===== config.mk =====
export PLATFORM = sky130hd
export DESIGN_NAME = tfn_div_cell
export DESIGN_NICKNAME = d
export VERILOG_FILES = /design/src/rtl/core/tfn_pkg.sv /design/src/rtl/core/tfn_div_cell.sv
export SDC_FILE = /design/constraint.sdc
export NUM_CORES = 1
export LEC_CHECK = 0
export BUFFER_PORTS_ARGS = -buffer_cell sky130_fd_sc_hd__clkbuf_2
export CORE_ASPECT_RATIO = 0.75
export CORE_MARGIN = 1.5
export CORE_UTILIZATION = 30
export DETAILED_ROUTE_END_ITERATION = 16
export HOLD_SLACK_MARGIN = 0.02
export PLACE_DENSITY_LB_ADDON = 0.08
export SYNTH_ARGS = -nofsm -noshare
export SYNTH_HDL_FRONTEND = slang
export SYNTH_SLANG_ARGS = --single-unit

===== constraint.sdc =====
create_clock -name clk -period 4.55 [get_ports clk]
set_clock_uncertainty 0.15 [all_clocks]
set_input_delay 0.91 -clock clk [delete_from_list [all_inputs] [get_ports clk]]
set_output_delay 0.91 -clock clk [all_outputs]
set_load 0.1 [all_outputs]

===== src/rtl/core/tfn_pkg.sv =====
`timescale 1ns / 1ps
package tfn_pkg;
  localparam int COORD_BITS = 16;
  localparam int SCALE = 1024;
  localparam int INDEX_W = 16;
  localparam int OUT_W = 12;
  localparam int OUT_MAX = 2047;
  localparam int OUT_MIN_MAG = 2048;
  localparam int EDGE_W = COORD_BITS + 1;
  localparam int PROD_W = 2 * EDGE_W;
  localparam int CROSS_W = PROD_W + 1;
  localparam int MAG_W = 2 * COORD_BITS + 1;
  localparam int SQ_W = 2 * MAG_W;
  localparam int SUM_W = SQ_W + 2;
  localparam int ROOT_W = SUM_W / 2;
  localparam int REM_W = ROOT_W + 2;
  localparam int QBITS = $clog2(SCALE + 1);
  localparam int SCALE_W = $clog2(SCALE + 1);
  localparam int NUM_W = MAG_W + SCALE_W;
  localparam int DREM_W = ROOT_W + 1;
  localparam int EXT_W = ((QBITS > OUT_W) ? QBITS : OUT_W) + 1;

  typedef struct packed {
    logic [INDEX_W-1:0] index;
    logic [2:0] neg;
    logic [2:0][MAG_W-1:0] mag;
  } side_t;

  typedef struct packed {
    logic [SUM_W-1:0] rad;
    logic [REM_W-1:0] rem;
    logic [ROOT_W-1:0] root;
  } sqrt_t;

  typedef struct packed {
    logic [DREM_W-1:0] rem;
    logic [QBITS-1:0] lo;
    logic [QBITS-1:0] q;
  } quot_t;

  typedef struct packed {
    logic [ROOT_W-1:0] len;
    logic [2:0] neg;
    logic [INDEX_W-1:0] index;
    quot_t [2:0] c;
  } div_t;
endpackage


===== src/rtl/core/tfn_div_cell.sv =====
`timescale 1ns / 1ps
module tfn_div_cell import tfn_pkg::*; (
  input  logic clk,
  input  logic rst,
  input  logic adv,
  input  logic in_valid,
  input  div_t in_data,
  output logic out_valid,
  output div_t out_data
);
  logic [2:0][DREM_W-1:0] rem_s;
  logic [2:0] ge;

  always_comb begin
    for (int i = 0; i < 3; i++) begin
      rem_s[i] = {in_data.c[i].rem[DREM_W-2:0], in_data.c[i].lo[QBITS-1]};
      ge[i] = rem_s[i] >= {1'b0, in_data.len};
    end
  end

  always_ff @(posedge clk) begin
    if (rst) begin
      out_valid <= 1'b0;
    end else if (adv) begin
      out_valid <= in_valid;
    end
  end

  always_ff @(posedge clk) begin
    if (adv) begin
      out_data.len <= in_data.len;
      out_data.neg <= in_data.neg;
      out_data.index <= in_data.index;
      for (int i = 0; i < 3; i++) begin
        out_data.c[i].rem <= ge[i] ? rem_s[i] - {1'b0, in_data.len} : rem_s[i];
        out_data.c[i].lo <= {in_data.c[i].lo[QBITS-2:0], 1'b0};
        out_data.c[i].q <= {in_data.c[i].q[QBITS-2:0], ge[i]};
      end
    end
  end
endmodule


==> summary.md, run 1 <==
| Metric | Value |
|---|---|
| Status | finished clean |
| Yosys Warn Count | 0 |
| Tmin final | 3.967 ns |
| HPWL Detailed | between 30000 and 40000 µm |
| Hold_buf cts | 0 |
| Relative max-transition margin | between 40% and 50% |
| Top cell type's share of synthesized area | between 50% and 60% |
| Via count | around 11000 |
| DIE HEIGHT | 184.7 µm |
| CTS root buf | clkbuf_16 |
| DRT Wirelength | 44080 µm |
| HP Class | in -> reg |
| Die X | approximately 250 µm |
| Total core area | 43350 µm² |
| Startpoint Class | input port |
| Setup slack, reg-to-reg | 3.81 ns |
| Io pins | around 450 |
| Vias in the first global route | 10658 |
| Area occupied by multi-input gates | about 6100 µm² |
| Initial DRT Pass Iterations | 5 |
| DP Worst Slack | roughly 0.008 ns |
| Synthesized area | ~13000 µm² |
| Syn avg cell area | 10.89 µm² |
| Worst setup margin | slightly below 0.6 ns |
| Sw frac | between 40% and 50% |
| Register area | about 6700 µm² |
| Wl on met1 | about 21000 µm |
| Seq/Total Area, Yosys | 50.43% |
| Number of vias per cell | 4.831 |
| Slew @ Worst Pin | roughly 0.87 ns |
| Switching power | roughly 0.0035 W |
| Gr usage total | a little under a fifth |
| Setup crit end kind | register |
| Worst r2r src | out_valid |
| Metal3 WL | ~3000 µm |
| Synth cell count leaders | edfxtp_1 (221), a21oi_1 (117), nand2_1 (115) |
| Lkg Pwr | roughly 7.7 nW |
| First-pass GRT wire length | about 64000 µm |
| Setup violators final | 0 |
| Worst-path fanout max | 7 |
| Clock Path Buffers | 3 |
| Max layer used | met5 |
| Sinks on Clock Net | roughly 220 |
| Combinational fraction of design power | between 40% and 50% |
| DRC | 0 |
| Max Cap Viol | 0 |
| Netlist cell types | 79 |
| Worst-path cell chain | clkbuf_2, inv_1, ha_1, o211ai_1, a21oi_1, o41a_1, a311oi_1, buf_4, nor2_1, a31oi_2, o21ai_1, a21oi_4, buf_12, mux2_2 |
| Fillers | roughly 4400 |
| Die area | between 40000 and 50000 µm² |
| Clock share of power | 27.2% |
| IO Port Bufs | between 400 and 500 |
| Seq pwr share | 32.3% |
| Synth area leaders | edfxtp_1 (50%), ha_1 (9.7%), a21oi_1 (4.4%), nand2_1 (3.3%), xnor2_1 (3.1%) |
| Skew-Pair Late Insertion Delay | roughly 0.56 ns |
| Cts bufs inserted | 26 |
| VDD IR-drop max | around 270 µV |
| Number of setup buffers added after CTS | 0 |
| Worst path top cell family by delay | compound AO/OA/AOI/OAI gates |
| Final nets | 2045 |
| Fraction of layout cells with a size suffix above 1 | between 30% and 40% |
| Total grt overflow | 0 |
| F_max | roughly 0.25 GHz |
| Yosys reg bits | about 220 |
| Area delta synth->final | 32.15% |
| Critical Path RT | 4.70 ns |
| Hold Startpoint | rst |
| # rows | 66 |
| Total design power | about 0.0081 W |
| Pwr dens | between 400 and 500 nW/µm² |
| Setup crit start | in_data[192] |
| Cell taking the most area after synthesis | edfxtp_1 |
| Top_reg_cell synth | edfxtp_1 |
| Pint | 0.004603 W |
| WS Path Type | in -> reg |
| Crit path DAT | 4.12 ns |
| Starting density of the core | between 30% and 40% |
| Routed Antenna Nets | 0 |
| Post-synthesis cell count | approximately 1200 |
| Final hold violation count | 0 |
| CP max-delay cell | o41a_1 |
| Largest net degree at the start of global routing | 104 |
| Reg clk slew, reported paths | about 0.06 ns |
| Post-synth EDFFs | 221 |
| RSZ-0062 raised after global routing | no |
| Worst path bufs/invs | 4 |
| Drt wl/cell | between 15 and 20 µm |
| Most common cell in the netlist | edfxtp_1 |
| Final worst-path cycle share | between 80% and 90% |
| Antenna violations before repair | 5 |
| Gpl congestion | between 0.8 and 0.9 |
| DR iter-0 viols | around 700 |
| Slew Viols, Final | 0 |
| Post-cts sizing count | 0 |
| Ys async rst share | 0% |
| CTS tree | built |
| Crit path largest cell delay | roughly 0.42 ns |
| H-tree levels | 1 |
| DR WL met2 | a little under 20000 µm |
==> kinds of logic after synthesis <==
kind of cell,synth area share [%]
buf+inv,3.232
fa+ha+maj,10.12
flops,50.43
compound gates,18.38
mux,1.820
xor+xnor,5.839
other cells,0.02841
simple gates,10.15
==> routing by layer <==
layer  up-vias  GRT usage, %
met4         2         3.975
met3        42         4.033
met1      5244         26.69
met2       334         28.86
met5         -             0
li1       5552             -
==> placed cells by master (no fill, tap or decap), drive strengths merged, types with 19 or more instances in the layout <==
cell,n
a211oi,19
xnor2,47
o21ai,109
xor2,41
a21oi,119
ha,102
a21o,43
nand2,115
nand3,21
inv,68
clkbuf,474
edfxtp,221
buf,63
nor2,66
==> flip-flops by register name, indices dropped and copies added (netlist names) <==
name and count:
out_valid 1, out_data 221
==> metrics by stage <==
| stage | setup TNS (ns) | cells | hold slack [ns] | util [%] | instance area, µm² |
|---|---|---|---|---|---|
| after floorplan | 0 | 1214 | 0.8205 | - | 13210 |
| after global placement | -0.01174 | 2262 | 0.3411 | 38.17 | 16550 |
| after detailed placement | 0 | 2262 | 0.3471 | 38.17 | 16550 |
| after CTS | 0 | 2310 | 0.3103 | 40.22 | 17440 |
| after global routing | 0 | 2312 | 0.3287 | 40.23 | 17440 |
| final | 0 | 2313 | 0.3598 | 40.24 | 17440 |
==> power by group through the flow <==
stage	Sequential [W]	Combinational, W	Clock (W)
after floorplan	0.00439	0.000844	0
after global placement	0.00266	0.00329	0
after detailed placement	0.00266	0.00330	0
after CTS	0.00262	0.00331	0.00230
after global routing	0.00264	0.00347	0.00235
final	0.00262	0.00329	0.00221
==> area by class of cell <==
type                    instances  share of cell area [%]
flip-flops and latches        222                   38.16
multi-input cells             890                   35.25
repair buffers                505                   15.87
well taps                     578                   4.146
clock buffers                  32                   3.859
inverters                      67                   1.442
clock inverters                16                   1.241
diodes                          3                 0.04304
==> worst reg2reg max path: stages (launching register included) <==
cell,delay [ns]
dfxtp_1,0.32
mux2i_1,0.12
nor2_1,0.05
==> final timing paths <==
check,to,cells past startpoint
min reg2reg,out_valid,2
max reg2reg,out_valid,2
max,out_data[80],14
min,out_valid,2
No activity file was read; power rests on OpenSTA's default activity.
==> inputs of run 2 (changes only) <==
--- a/config.mk
+++ b/config.mk
@@ -7,11 +7,11 @@
 export LEC_CHECK = 0
 export BUFFER_PORTS_ARGS = -buffer_cell sky130_fd_sc_hd__clkbuf_2
 export CORE_ASPECT_RATIO = 0.75
-export CORE_MARGIN = 1.5
 export CORE_UTILIZATION = 30
 export DETAILED_ROUTE_END_ITERATION = 16
 export HOLD_SLACK_MARGIN = 0.02
 export PLACE_DENSITY_LB_ADDON = 0.08
+export SLEW_MARGIN = 20
 export SYNTH_ARGS = -nofsm -noshare
 export SYNTH_HDL_FRONTEND = slang
 export SYNTH_SLANG_ARGS = --single-unit
==> summary.md, run 2 (synthesis results as in run 1) <==
| Metric | Value |
|---|---|
| Routed Antenna Nets | 0 (unchanged) |
| WS Path Type | in -> reg (unchanged) |
| Crit path DAT | 4.13 ns (was 4.12 ns) |
| Fraction of layout cells with a size suffix above 1 | 33.57% (was 33.72%) |
| Setup slack, reg-to-reg | 3.82 ns (was 3.81 ns) |
| CTS root buf | clkbuf_16 (unchanged) |
| Final worst-path cycle share | 86.90% (was 87.18%) |
| Die area | 44850 µm² (was 45280 µm²) |
| Relative max-transition margin | 38.73% (was 41.45%) |
| Tmin final | 3.954 ns (was 3.967 ns) |
| Max FFs per register | 221 (unchanged) |
| Gr usage total | 18.69% (about the same) |
| Slew @ Worst Pin | 0.9072 ns (was 0.8669 ns) |
| Pwr dens | 459.9 nW/µm² (was 465.2 nW/µm²) |
| HP Class | reg -> reg (was in -> reg) |
| DIE HEIGHT | 183.7 µm (was 184.7 µm) |
| DRC | 0 (unchanged) |
| Drt wl/cell | 18.81 µm (was 19.06 µm) |
| Hold_buf cts | 0 (unchanged) |
| Largest net degree at the start of global routing | 107 (was 104) |
| First-pass GRT wire length | 63510 µm (was 63890 µm) |
| Io pins | 453 (unchanged) |
| Starting density of the core | 30.45% (unchanged) |
| Startpoint Class | input port (unchanged) |
| Most frequent cells in the layout | clkbuf_2 (442), edfxtp_1 (221), a21oi_1 (117) (unchanged) |
| Worst-path fanout max | 5 (was 7) |
| Final nets | 2040 (was 2045) |
| Slew Viols, Final | 0 (unchanged) |
| # rows | 66 (unchanged) |
| Critical R2R Capture | out_valid (unchanged) |
| Clock Path Buffers | 3 (unchanged) |
| Total core area | 43350 µm² (unchanged) |
| Antenna violations before repair | 2 (was 5) |
| Largest register by flop count | out_data (unchanged) |
| IO Port Bufs | 443 (unchanged) |
| Crit path top cell by count | a21oi_1 |
| DR iter-0 viols | 505 (was 690) |
| DRT Wirelength | 43330 µm (was 44080 µm) |
| Worst hold stages | 2 (unchanged) |
| RSZ-0062 raised after global routing | no (unchanged) |
| Fin area | 17310 µm² (was 17440 µm²) |
| Area delta synth->final | 31.13% (was 32.15%) |
| Biggest regs | out_data: 221 flops, out_valid: 1 flops (unchanged) |
| VDD IR-drop max | 276.4 µV (was 273.8 µV) |
| Critical Path RT | 4.73 ns (was 4.70 ns) |
| Placed inst area | 16490 µm² (was 16550 µm²) |
| Total grt overflow | 0 (unchanged) |
| Post-route setup TNS | 0 ns (unchanged) |
| Worst r2r src | out_valid (unchanged) |
| Cts bufs inserted | 27 (was 26) |
| Number of vias per cell | 4.819 (was 4.831) |
| Die X | 244.2 µm (was 245.2 µm) |
| Number of setup buffers added after CTS | 0 (unchanged) |
| Via count | 11103 (was 11174) |
| Hold endpoint | out_valid (unchanged) |
| Crit path largest cell delay | 0.83 ns (was 0.42 ns) |
| Most common cell after layout, fill and taps aside | clkbuf_2 (unchanged) |
| Setup crit end kind | register (unchanged) |
| Skew-Pair Late Insertion Delay | 0.57 ns (was 0.56 ns) |
| Reg clk slew, reported paths | 0.06 ns (about the same) |
| Setup violators final | 0 (unchanged) |
| Reg2reg path depth | 2 (unchanged) |
| Post-cts sizing count | 0 (unchanged) |
| Final hold violation count | 0 (unchanged) |
| CP max-delay cell | o41ai_1 (was o41a_1) |
| Initial DRT Pass Iterations | 5 (unchanged) |
| Vias in the first global route | 10689 (was 10658) |
| Gpl congestion | 0.8700 (was 0.8331) |
| Sinks on Clock Net | 222 (unchanged) |
| HPWL Detailed | 34830 µm (was 35940 µm) |
| Status | finished clean (unchanged) |
| F_max | 0.2529 GHz (was 0.2521 GHz) |
| Max Cap Viol | 0 (unchanged) |
| Worst-path cell chain | clkbuf_2, inv_1, ha_1, nand4_1, a21oi_1, o211ai_1, nand2_1, buf_4, a21boi_0, o41ai_1, a31o_2, a21oi_1, xnor2_1, mux2_2 (was clkbuf_2, inv_1, ha_1, o211ai_1, a21oi_1, o41a_1, a311oi_1, buf_4, nor2_1, a31oi_2, o21ai_1, a21oi_4, buf_12, mux2_2) |
| H-tree levels | 1 (unchanged) |
| Lkg Pwr | 7.672 nW (was 7.737 nW) |
| Hold Startpoint | out_valid (was rst) |
| CTS tree | built (unchanged) |
[run 2: changes by cell type in the layout (fill, tap and decap cells not counted), moves of 2 or more]
cell       delta
buf_4         -5
bufinv_16     -4
clkbuf_1      -3
clkinv_2      +2
clkinv_4      +2
diode_2       -2
[run 2: through the flow]
step	std cells	power, W	utilization (%)	hold WS (ns)	setup WS, ns
6_report	2304	0.007960	39.93	0.3455	0.5959
4_1_cts	2303	0.008066	39.92	0.3081	0.6334
2_1_floorplan	1214	0.005235	-	0.8205	0.5071
5_1_grt	2304	0.008314	39.93	0.3185	0.4284
3_3_place_gp	2256	0.005943	38.03	0.3386	0.01095
3_5_place_dp	2256	0.005939	38.03	0.3377	0.03490
[run 2: report_power, final]
part	switching [W]	internal [W]	total [W]
Clock	0.000929	0.00114	0.00207
Combinational	0.00256	0.000705	0.00327
Sequential	0.0000629	0.00256	0.00262
Total	0.00356	0.00440	0.00796
[run 2: area by class of cell]
cell class / count / area, µm²
multi-input combinational: 890 / 6148
clock inverter: 17 / 130.1
antenna: 1 / 2.502
tap: 578 / 723.2
fill: 4409 / 26050
sequential: 222 / 6656
clock buffer: 30 / 686.9
timing repair buffer: 499 / 2710
inverter: 67 / 251.5
[run 2: worst max-delay path: cells and delay by family]
kind                       cells  cell delay, ns
AOI/OAI and AO/OA              6            1.72
adders and majority gates      1            0.43
buffers and inverters          3            0.36
and+or+nand+nor                2            0.29
muxes                          1            0.26
xor gates and xnor gates       1            0.14
[run 2: how the worst max path moves through the flow]
stage | startpoint | endpoint | slack [ns]
global placement | in_data[191] | out_data[110] | 0.01
CTS | in_data[192] | out_data[110] | 0.63
floorplan | in_data[78] | out_data[113] | 0.51
finish | in_data[194] | out_data[55] | 0.60
detailed placement | in_data[192] | out_data[110] | 0.03
global route | in_data[190] | out_data[113] | 0.43
[run 2: routing by layer]
metal	routed length, µm	up-vias	global-route usage, %	share of wire (%)
met5	0	-	0	0
met4	1195	0	5.475	2.8
met3	2145	52	3.284	5.0
met2	19160	294	28.91	44
met1	20830	5196	26.55	48
li1	-	5561	-	-
