--- src/rtl/core/tfn_pkg.sv ---
`timescale 1ns / 1ps
package tfn_pkg;
  localparam int COORD_BITS = 16;
  localparam int SCALE = 1024;
  localparam int INDEX_W = 16;
  localparam int OUT_W = 12;
  localparam int OUT_MAX = 2047;
  localparam int OUT_MIN_MAG = 2048;
  localparam int EDGE_W = COORD_BITS + 1;
  localparam int PROD_W = 2 * EDGE_W;
  localparam int CROSS_W = PROD_W + 1;
  localparam int MAG_W = 2 * COORD_BITS + 1;
  localparam int SQ_W = 2 * MAG_W;
  localparam int SUM_W = SQ_W + 2;
  localparam int ROOT_W = SUM_W / 2;
  localparam int REM_W = ROOT_W + 2;
  localparam int QBITS = $clog2(SCALE + 1);
  localparam int SCALE_W = $clog2(SCALE + 1);
  localparam int NUM_W = MAG_W + SCALE_W;
  localparam int DREM_W = ROOT_W + 1;
  localparam int EXT_W = ((QBITS > OUT_W) ? QBITS : OUT_W) + 1;

  typedef struct packed {
    logic [INDEX_W-1:0] index;
    logic [2:0] neg;
    logic [2:0][MAG_W-1:0] mag;
  } side_t;

  typedef struct packed {
    logic [SUM_W-1:0] rad;
    logic [REM_W-1:0] rem;
    logic [ROOT_W-1:0] root;
  } sqrt_t;

  typedef struct packed {
    logic [DREM_W-1:0] rem;
    logic [QBITS-1:0] lo;
    logic [QBITS-1:0] q;
  } quot_t;

  typedef struct packed {
    logic [ROOT_W-1:0] len;
    logic [2:0] neg;
    logic [INDEX_W-1:0] index;
    quot_t [2:0] c;
  } div_t;
endpackage

--- src/rtl/core/tfn_sqrt_cell.sv ---
`timescale 1ns / 1ps
module tfn_sqrt_cell import tfn_pkg::*; (
  input  logic clk,
  input  logic rst,
  input  logic adv,
  input  logic in_valid,
  input  sqrt_t in_data,
  input  side_t in_side,
  output logic out_valid,
  output sqrt_t out_data,
  output side_t out_side
);
  logic [REM_W-1:0] rem_s, trial;
  logic ge;

  always_comb begin
    rem_s = {in_data.rem[REM_W-3:0], in_data.rad[SUM_W-1:SUM_W-2]};
    trial = {in_data.root, 2'b01};
    ge = rem_s >= trial;
  end

  always_ff @(posedge clk) begin
    if (rst) begin
      out_valid <= 1'b0;
    end else if (adv) begin
      out_valid <= in_valid;
    end
  end

  always_ff @(posedge clk) begin
    if (adv) begin
      out_data.rad <= {in_data.rad[SUM_W-3:0], 2'b00};
      out_data.rem <= ge ? rem_s - trial : rem_s;
      out_data.root <= {in_data.root[ROOT_W-2:0], ge};
      out_side <= in_side;
    end
  end
endmodule

--- config.mk ---
export PLATFORM = sky130hd
export DESIGN_NAME = tfn_sqrt_cell
export DESIGN_NICKNAME = d
export VERILOG_FILES = /design/src/rtl/core/tfn_pkg.sv /design/src/rtl/core/tfn_sqrt_cell.sv
export SDC_FILE = /design/constraint.sdc
export NUM_CORES = 1
export LEC_CHECK = 0
export BUFFER_PORTS_ARGS = -buffer_cell sky130_fd_sc_hd__buf_4
export CAP_MARGIN = 20
export CORE_AREA = 2 2 200 202
export DETAILED_ROUTE_END_ITERATION = 7
export DIE_AREA = 0 0 202 204
export PLACE_DENSITY = 0.48
export SLEW_MARGIN = 10
export SYNTH_ARGS = -nofsm -noshare
export SYNTH_HDL_FRONTEND = slang
export SYNTH_SLANG_ARGS = --single-unit
--- constraint.sdc ---
create_clock -name clk -period 5.4 [get_ports clk]
set_input_delay 0.27 -clock clk [delete_from_list [all_inputs] [get_ports clk]]
set_output_delay 0.27 -clock clk [all_outputs]
set_load 0.02 [all_outputs]
==> results of run 1 <==
[routing by layer]
| layer | up-vias | track usage, % |
|---|---|---|
| met1 | 3974 | 20.8 |
| li1 | 3892 | - |
| met5 | - | 0 |
| met4 | 2 | 5.96 |
| met2 | 311 | 31.9 |
| met3 | 60 | 4.80 |
[layout make-up]
cell class	instances	area (um2)
Inverter	47	176
Fill cell	3594	21100
Multi-Input combinational cell	303	2350
Clock buffer	37	798
Antenna cell	5	12.5
Tap cell	525	657
Timing Repair Buffer	755	6290
Clock inverter	11	129
Sequential cell	255	7650
[worst register-to-register path: cells and delay by family, from the launching register on]
kind	cells	cell delay, ns
simple gates	1	0.05
mux	1	0.14
buf+inv	1	0.54
flops	1	0.31
[placed cells by master (no fill, tap or decap), types with 6 or more instances in the layout]
cell type,netlist,layout
mux2_2,27,27
a21o_1,17,17
o21ai_0,19,19
ha_1,36,36
clkbuf_16,0,31
buf_4,2,513
xnor2_1,20,20
nand2_1,21,21
xor2_1,12,12
edfxtp_1,254,254
a31oi_1,6,6
nor2_1,25,25
nand3_1,6,6
a21oi_1,34,34
clkbuf_1,4,6
inv_1,47,47
dlygate4sd3_1,0,240
[stage by stage]
stage / setup slack, ns / hold slack (ns)
global placement: 1.60 / 0.438
detailed placement: 1.58 / 0.438
CTS: 1.62 / 0.00204
floorplan: 2.46 / 0.342
finish: 1.66 / 0.0401
global route: 1.42 / 0.00868
[final timing paths]
kind	endpoint	slack, ns	cells past startpoint
setup / recovery	out_data[36]	1.66	14
hold / removal	out_data[42]	0.04	2
setup reg to reg	out_valid	4.24	3
hold reg to reg	out_valid	1.05	3
[state kept, by name (all words and copies together), names as in the netlist]
name	cells
out_data	136
out_valid	1
out_side	118
[report_power, final]
part	total, mW	switching, mW	leakage, nW	internal (mW)
sequential	2.43	0.0491	2.49	2.38
combinational	1.22	0.633	4.73	0.589
clock	1.97	0.794	0.452	1.17
[cell families after synthesis]
logic type | Yosys count
compound gates | 115
other cells | 1
flops | 255
mux | 37
simple gates | 81
xor+xnor | 32
fa+ha+maj | 36
buf+inv | 60
[timing repair]
| action | in CTS | in global routing |
|---|---|---|
| setup endpoints to repair | 0 | 0 |
| gates resized for setup | 0 | 0 |
| hold endpoints to repair | 239 | 0 |
| hold buffers | 240 | 0 |
==> run_results.csv, run 1 <==
group,metric,value,unit
sta,setup_viol,0,
global_route,overflow,0,
sta,period_minus_slack,3.74,ns
sta,worstMarginPinSlew,0.869,ns
place,routabilityCongestion,0.860,
route,drt_wl_total,38700,um
route,dr_wl_met3,2700,um
power_and_ir_drop,totalPowerFinal,5.62,mW
yosys,ys.flop_type,"edfxtp_1",
route,drc,0,
power_and_ir_drop,p_leak,7.67,nW
route,highest_layer,"met5",
setup_path,reg2reg_from,"out_valid",
place,dpl_cell_area,14700,um2
setup_path,critPathCaptureType,"flip-flop",
route,drt-vias-per-instance,4.25,
yosys,synth_most_common_cell,"edfxtp_1",
route,drt_iter0_drc,443,
route,dr_total_vias,8239,
yosys,synth-seq-cells,255,
yosys,synth.distinct_cells,60,
yosys,yosysSeqAreaShare,74.6,%
floorplanning,die_area,41200,um2
yosys,syn_inst,617,
setup_path,crit_family,"compound AO/OA/AOI/OAI gates",
yosys,synth_top_family_by_area,"compound AO/OA/AOI/OAI gates",
floorplanning,die_w,202,um
place,port-buffer-count,512,
setup_path,startpoint,"in_data[0]",
global_route,grt_max_degree,125,
route,wl_met2,19700,um
clock_tree,ctsRootBufferMaster,"clkbuf_16",
clock_tree,cts_tree,"built",
min_path,min_path_type,"primary input to flip-flop",
yosys,yosys.area.top_type,"edfxtp_1",
yosys,synth_mux_area_share,4.00,%
yosys,synth_simple_gate_area_share,3.91,%
min_path,worstHoldStart,"in_data[40]",
floorplanning,coreArea,39200,um2
sta,rsz0062_at_grt,"false",
setup_path,worst-setup-path-type,"primary input to flip-flop",
global_route,grt_pass1_wl,55300,um
clock_tree,cts_buffers,30,
yosys,syn-mean-instance-area,16.6,um2
yosys,synthTopCellsByCount,"254 x edfxtp_1, 47 x inv_1, 36 x ha_1, 34 x a21oi_1, 27 x mux2_2",
setup_path,crit_required,5.70,ns
sta,fmax,267,MHz
clock_tree,cts_setup_buffers,0,
flow_run,max-cap-violations,0,
setup_path,crit_fanout,28,
setup_path,crit_path_frequent_cell,"buf_4",
power_and_ir_drop,p_per_area,311,nW/um2
global_route,antenna_found_initial,5,
global_route,grt.total_usage,17.9,%
sta,slew-limit-headroom,42.0,%
sta,final_max_slew_viol_count,0,
yosys,synthArstFlopShare,0,%
setup_path,worst-path-buf-inv,4,
sta,tns,0,ns
yosys,synthDominantCellAreaShare,74.4,%
yosys,synthAdderAreaFrac,4.39,%
route,antenna_left,0,
setup_path,worstPathCellList,"dlygate4sd3_1 -> buf_4 -> inv_1 -> ha_1 -> nor2b_1 -> o31a_1 -> o31ai_2 -> and2b_1 -> o21ai_2 -> a211oi_4 -> a221oi_2 -> o22ai_4 -> buf_4 -> mux2_2",
route,dr.pass1.iters,5,
yosys,synth_xor_area_share,2.73,%
floorplanning,row_count,73,
place,dp_hpwl,29000,um
yosys,synth_edf_count,254,
power_and_ir_drop,irDropWorstVdd,0.179,mV
route,met1Wirelength,15100,um
yosys,synth_area_leaders,"edfxtp_1 74%, ha_1 4.4%, mux2_2 3.0%",
finish,nNetsFinal,1688,
finish,area_growth,76.1,%
setup_path,arrival,4.04,ns
floorplanning,io-pin-count,517,
yosys,yosysWarningCount,0,
finish,utilization,46.1,%
clock_tree,path_clk_slew,0.06,ns
setup_path,crit_path_top_delay_cell,"dlygate4sd3_1",
floorplanning,start_util,26.2,%
clock_tree,htreeDepth,1,
global_route,grt_pass1_vias,8652,
finish,fin_cells,1938,
sta,finClkSkew,0,ns
sta,timing.final.crit_share,69.3,%
setup_path,crit_path_start_kind,"primary input",
yosys,synth_area,10200,um2
place,place_inst,1645,
clock_tree,clock_sinks,255,
route,wl_per_cell,20.0,um
finish,design_area,18100,um2
yosys,synth-compound-area-share,7.78,%
finish,layout-drive-gt1-share,42.0,%
floorplanning,die_h,204,um
sta,final-hold-violation-count,0,
clock_tree,cts.path.max_buffers,3,
outcome,outcome,"complete, no violations",
clock_tree,clock_latency,0.55,ns
setup_path,cpPeakStageDelay,0.53,ns
(Power assumes the default switching activity.)
==> run 2, diff against run 1 <==
--- a/config.mk
+++ b/config.mk
@@ -5,12 +5,13 @@
 export SDC_FILE = /design/constraint.sdc
 export NUM_CORES = 1
 export LEC_CHECK = 0
+export ABC_AREA = 1
 export BUFFER_PORTS_ARGS = -buffer_cell sky130_fd_sc_hd__buf_4
 export CAP_MARGIN = 20
-export CORE_AREA = 2 2 200 202
+export CORE_AREA = 2 2 202 204
 export DETAILED_ROUTE_END_ITERATION = 7
-export DIE_AREA = 0 0 202 204
-export PLACE_DENSITY = 0.48
+export DIE_AREA = 0 0 204 206
+export PLACE_DENSITY = 0.51
 export SLEW_MARGIN = 10
 export SYNTH_ARGS = -nofsm -noshare
 export SYNTH_HDL_FRONTEND = slang
==> constraint.sdc (replaced) <==
create_clock -name clk -period 3.14 [get_ports clk]
set_input_delay 0.157 -clock clk [delete_from_list [all_inputs] [get_ports clk]]
set_output_delay 0.157 -clock clk [all_outputs]
set_load 0.02 [all_outputs]
==> run 2 against run 1 <==
Against the previous run:
- first-iteration DRC count rose by 4.5%
- synthesized cell count rose by 54%
- worst hold slack improved by 0.016 ns
- cell count rose by 19%
- routed wire length rose by 15%
- worst setup slack got worse by 0.91 ns
- clock skew did not move
- highest routed layer unchanged
==> run_results.csv, run 2 <==
group,metric,value,unit
outcome,outcome,"complete, no violations",
clock_tree,clock_latency,0.55,ns
yosys,synth_mux_area_share,0.0911,%
route,dr.pass1.iters,4,
power_and_ir_drop,p_per_area,532,nW/um2
power_and_ir_drop,p_clk_share,37.2,%
finish,area_growth,74.2,%
yosys,synthTopCellsByCount,"313 x nand2_1, 254 x edfxtp_1, 145 x inv_1, 51 x nor2_1, 36 x ha_1",
power_and_ir_drop,swShare,28.3,%
global_route,grt_max_degree,75,
finish,regMostFlops,"out_data",
clock_tree,cts.path.max_buffers,3,
clock_tree,path_clk_slew,0.05,ns
power_and_ir_drop,p_comb_share,21.7,%
finish,nNetsFinal,2045,
yosys,synth_most_common_cell,"nand2_1",
min_path,min_path_type,"primary input to flip-flop",
power_and_ir_drop,power_switching,2.88,mW
finish,layout-drive-gt1-share,33.5,%
power_and_ir_drop,p_leak,8.81,nW
yosys,synth_xor_area_share,1.51,%
yosys,synth_simple_gate_area_share,16.5,%
route,drt_iter0_drc,463,
floorplanning,die_h,206,um
yosys,ys.flop_type,"edfxtp_1",
clock_tree,cts_tree,"built",
sta,setup_ws,0.749,ns
setup_path,crit_fanout,35,
route,drc,0,
sta,final_max_slew_viol_count,0,
sta,tns,0,ns
clock_tree,cts_buffers,34,
clock_tree,cts_setup_buffers,0,
yosys,syn_inst,950,
yosys,synth_edf_count,254,
route,drt_wl_total,44700,um
finish,multi_input_area,2700,um2
yosys,synth-compound-area-share,2.30,%
yosys,synthDominantCellAreaShare,69.4,%
floorplanning,die_w,204,um
power_and_ir_drop,irDropWorstVdd,0.293,mV
yosys,synthAdderAreaFrac,4.10,%
sta,fmax,418,MHz
setup_path,critPathCaptureType,"flip-flop",
yosys,synth-seq-cells,255,
place,place_worst_setup_slack,0.729,ns
global_route,grt_pass1_wl,62300,um
route,drt-vias-per-instance,4.20,
place,dp_hpwl,33600,um
clock_tree,cts_hold_buf,254,
setup_path,crit_path_start_kind,"primary input",
route,dr_total_vias,9700,
yosys,synth_area_leaders,"edfxtp_1 69%, nand2_1 11%, inv_1 5.0%",
yosys,synthArstFlopShare,0,%
sta,slew-limit-headroom,57.7,%
setup_path,arrival,2.68,ns
power_and_ir_drop,p_seq_share,41.1,%
global_route,grt.total_usage,20.3,%
yosys,syn-mean-instance-area,11.6,um2
sta,period_minus_slack,2.39,ns
power_and_ir_drop,p_int,7.30,mW
clock_tree,htreeDepth,2,
finish,register_area,7650,um2
floorplanning,start_util,27.4,%
setup_path,worst-setup-path-type,"primary input to flip-flop",
sta,final-hold-violation-count,0,
finish,largest_reg_flops,136,
sta,worstMarginPinSlew,0.634,ns
yosys,synth.distinct_cells,31,
power_and_ir_drop,totalPowerFinal,10.2,mW
clock_tree,clock_sinks,255,
finish,mostFrequentLayoutCell,"buf_4",
place,routabilityCongestion,0.855,
yosys,yosysSeqAreaShare,69.6,%
yosys,yosys.area.top_type,"edfxtp_1",
yosys,yosysWarningCount,0,
global_route,grt_pass1_vias,9894,
finish,fill_cells,3775,
floorplanning,die_area,42000,um2
setup_path,crit_required,3.43,ns
global_route,antenna_found_initial,9,
clock_tree,cts_resized,0,
finish,largestRegisters,"out_data x136, out_side x118, out_valid x1",
place,port-buffer-count,512,
route,antenna_left,0,
sta,rsz0062_at_grt,"false",
floorplanning,row_count,74,
flow_run,max-cap-violations,0,
floorplanning,coreArea,40200,um2
yosys,synth_top_family_by_area,"simple AND/OR/NAND/NOR gates",
sta,timing.final.crit_share,76.1,%
sta,finClkSkew,0,ns
route,wl_per_cell,19.3,um
global_route,overflow,0,
yosys,synth_area,11000,um2
finish,final_cell_mix,"512 x buf_4, 313 x nand2_1, 254 x dlygate4sd3_1, 254 x edfxtp_1, 145 x inv_1",
floorplanning,io-pin-count,517,
sta,setup_viol,0,
clock_tree,ctsRootBufferMaster,"clkbuf_16",
==> run 2: worst paths after layout <==
kind	start	slack [ns]	to	depth (start not counted)
hold / removal	in_data[137]	0.06	out_data[35]	3
hold reg to reg	out_valid	1.07	out_valid	3
setup reg to reg	out_valid	1.99	out_valid	3
setup / recovery	in_data[45]	0.75	out_data[69]	15
==> run 2: worst max-delay path, stage by stage <==
cell and delay [ns]:
dlygate4sd3_1 0.57, buf_4 0.15, ha_1 0.35, nand2_1 0.14
nor2_1 0.25, nand2_1 0.09, nor2_1 0.19, nand2_1 0.07
nand2_1 0.06, a21oi_1 0.09, nand2_4 0.10, inv_2 0.03
buf_4 0.25, nand2_1 0.11, nand2_1 0.06
==> run 2: final cells by class <==
type                    instances  area share [%]
well taps                     532            3.48
diodes                          4          0.0523
inverters                     150            2.94
flip-flops and latches        255            39.9
clock buffers                  40            4.67
clock inverters                22           0.993
repair buffers                771            33.8
multi-input cells             537            14.1
==> run 2: logic make-up after synthesis <==
family	count (synthesis)
buf+inv	159
fa+ha+maj	36
flops	255
mux	1
other cells	1
compound gates	47
simple gates	432
xor+xnor	19
==> run 2: power groups by stage <==
stage          Sequential [mW]  Combinational (mW)  Clock (mW)
2_1_floorplan             4.64               0.522           0
3_3_place_gp              4.25                1.94           0
3_5_place_dp              4.25                1.94           0
4_1_cts                   4.19                2.23        3.89
5_1_grt                   4.21                2.36        4.00
6_report                  4.19                2.21        3.79
==> run 2: routing by layer <==
metal	GRT usage [%]	wire (um)	vias to the layer above
met5	0	67	-
met4	9.03	1960	10
met3	4.38	2610	86
met2	36.9	22800	338
met1	22.9	17300	4529
li1	-	-	4737
==> run 2: per-stage QoR <==
| stage | utilization, % | cell area, um2 | cells | hold slack (ns) |
|---|---|---|---|---|
| floorplan | - | 11000 | 951 | 0.229 |
| finish | 47.7 | 19200 | 2311 | 0.0557 |
| CTS | 47.6 | 19100 | 2307 | 0.0341 |
| detailed placement | 38.6 | 15500 | 1991 | 0.320 |
| global route | 47.7 | 19100 | 2310 | 0.0989 |
| global placement | 38.6 | 15500 | 1991 | 0.317 |
==> run 3, diff against run 2 <==
==> constraint.sdc (replaced) <==
create_clock -name clk -period 1.9 [get_ports clk]
set_input_delay 0.095 -clock clk [delete_from_list [all_inputs] [get_ports clk]]
set_output_delay 0.095 -clock clk [all_outputs]
set_load 0.02 [all_outputs]
==> run 3 against run 2 <==
Against the previous run:
- sequential power is 65% higher
- clock power is 67% higher
- core utilization is 2.4 points higher
- cell count is 4.8% higher
- register-to-register slack worse by 1.2 ns
- largest power group unchanged
- worst hold slack better by 0.081 ns
- count of clock-buffer cells in the layout stayed put
- sequential share of layout area is 1.9 points lower
- non-clock buffer count is 112 higher
- total power is 69% higher
==> run_results.csv, run 3 (synthesis results as in run 2) <==
group,metric,value,unit
route,dr_total_vias,10089,
setup_path,worstPathCellList,"dlygate4sd3_1 -> buf_8 -> buf_12 -> mux2i_1 -> nor2_1 -> dlygate4sd3_1",
finish,nNetsFinal,2154,
setup_path,critPathCaptureType,"flip-flop",
floorplanning,coreArea,40200,um2
power_and_ir_drop,p_clk_share,36.7,%
place,routabilityCongestion,0.886,
flow_run,max-cap-violations,0,
sta,final-hold-violation-count,0,
route,drc,0,
setup_path,crit_required,2.36,ns
clock_tree,cts_buffers,31,
place,port-buffer-count,512,
power_and_ir_drop,p_int,12.6,mW
global_route,antenna_found_initial,13,
clock_tree,htreeDepth,1,
setup_path,crit_path_frequent_cell,"dlygate4sd3_1",
sta,final_max_slew_viol_count,0,
finish,largestRegisters,"out_data x136, out_side x118, out_valid x1",
sta,setup_viol,0,
clock_tree,cts.path.max_buffers,3,
floorplanning,io-pin-count,517,
finish,layout-drive-gt1-share,37.8,%
floorplanning,die_area,42000,um2
clock_tree,clock_sinks,255,
clock_tree,path_clk_slew,0.07,ns
place,dp_hpwl,34900,um
power_and_ir_drop,totalPowerFinal,17.2,mW
power_and_ir_drop,p_seq_share,40.1,%
finish,area_growth,82.9,%
power_and_ir_drop,p_comb_share,23.1,%
clock_tree,ctsRootBufferMaster,"clkbuf_16",
floorplanning,row_count,74,
power_and_ir_drop,p_per_area,858,nW/um2
route,antenna_left,0,
setup_path,arrival,2.23,ns
finish,utilization,50.0,%
global_route,grt_pass1_vias,10399,
route,dr.pass1.iters,5,
setup_path,crit_path_start_kind,"primary input",
global_route,overflow,0,
sta,tns,0,ns
floorplanning,die_w,204,um
sta,fmax,564,MHz
finish,final_cell_mix,"617 x buf_4, 313 x nand2_1, 256 x dlygate4sd3_1",
power_and_ir_drop,p_leak,9.38,nW
sta,finClkSkew,0,ns
floorplanning,die_h,206,um
route,drt-vias-per-instance,4.17,
power_and_ir_drop,power_switching,4.68,mW
sta,period_minus_slack,1.77,ns
sta,timing.final.crit_share,93.3,%
power_and_ir_drop,swShare,27.1,%
route,drt_iter0_drc,440,
setup_path,crit_fanout,47,
route,wl_per_cell,18.8,um
finish,fin_cells,2422,
outcome,outcome,"complete, no violations",
floorplanning,start_util,27.4,%
setup_path,worst-setup-path-type,"primary input to flip-flop",
global_route,grt_pass1_wl,63700,um
finish,regMostFlops,"out_data",
finish,mostFrequentLayoutCell,"buf_4",
route,drt_wl_total,45500,um
global_route,grt_max_degree,48,
power_and_ir_drop,irDropWorstVdd,0.653,mV
min_path,min_path_type,"primary input to flip-flop",
finish,largest_reg_flops,136,
global_route,grt.total_usage,20.5,%
place,place_inst,2100,
clock_tree,clock_latency,0.57,ns
sta,rsz0062_at_grt,"false",
clock_tree,cts_tree,"built",
setup_path,crit_path_top_delay_cell,"dlygate4sd3_1",
setup_path,cpPeakStageDelay,0.59,ns
run 3: metal layers:
| layer | routed length, um | vias to the layer above | global-route usage [%] |
|---|---|---|---|
| met1 | 17400 | 4693 | 23.2 |
| met2 | 22800 | 328 | 36.2 |
| met5 | 74 | - | 0 |
| met4 | 2310 | 10 | 10.2 |
| met3 | 2900 | 104 | 4.89 |
| li1 | - | 4954 | - |
run 3: final cells by class:
| type | count | area [um2] |
|---|---|---|
| multi-input combinational | 537 | 2720 |
| timing repair buffer | 883 | 7390 |
| clock buffer | 40 | 870 |
| tap | 532 | 666 |
| clock inverter | 17 | 229 |
| fill | 3658 | 20100 |
| inverter | 150 | 563 |
| antenna | 8 | 20.0 |
| sequential | 255 | 7650 |
run 3: repair_timing:
action | CTS | global route
gates resized for setup | 0 | 6
hold buffers | 256 | 0
hold endpoints to repair | 291 | 0
endpoints found under the setup margin | 0 | 36
setup buffers | 0 | 1
run 3: stage by stage:
| step | setup slack (ns) | hold WS, ns | area [um2] |
|---|---|---|---|
| 6_report | 0.128 | 0.137 | 20100 |
| 3_3_place_gp | -0.246 | 0.255 | 16400 |
| 5_1_grt | 0.000295 | 0.140 | 20100 |
| 2_1_floorplan | 0.119 | 0.167 | 11000 |
| 3_5_place_dp | -0.240 | 0.261 | 16400 |
| 4_1_cts | 0.0580 | 0.0988 | 20100 |
run 3: critical path, delay by kind of cell:
family / cells / cell delay, ns
buf+inv: 4 / 1.81
simple gates: 1 / 0.05
mux: 1 / 0.20
run 3: final timing paths:
check               from           end  slack [ns]  cells past startpoint
max                  adv     out_valid        0.13                      6
min          in_data[49]  out_data[51]        0.14                      5
max reg2reg    out_valid     out_valid        0.77                      3
min reg2reg    out_valid     out_valid        1.05                      3
run 3: power groups by stage:
stage | sequential, mW | clock (mW) | combinational, mW
after floorplan | 7.67 | 0 | 0.863
after CTS | 6.93 | 6.51 | 4.01
final | 6.92 | 6.34 | 3.99
after detailed placement | 7.03 | 0 | 3.55
after global placement | 7.03 | 0 | 3.53
after global routing | 6.97 | 6.73 | 4.26
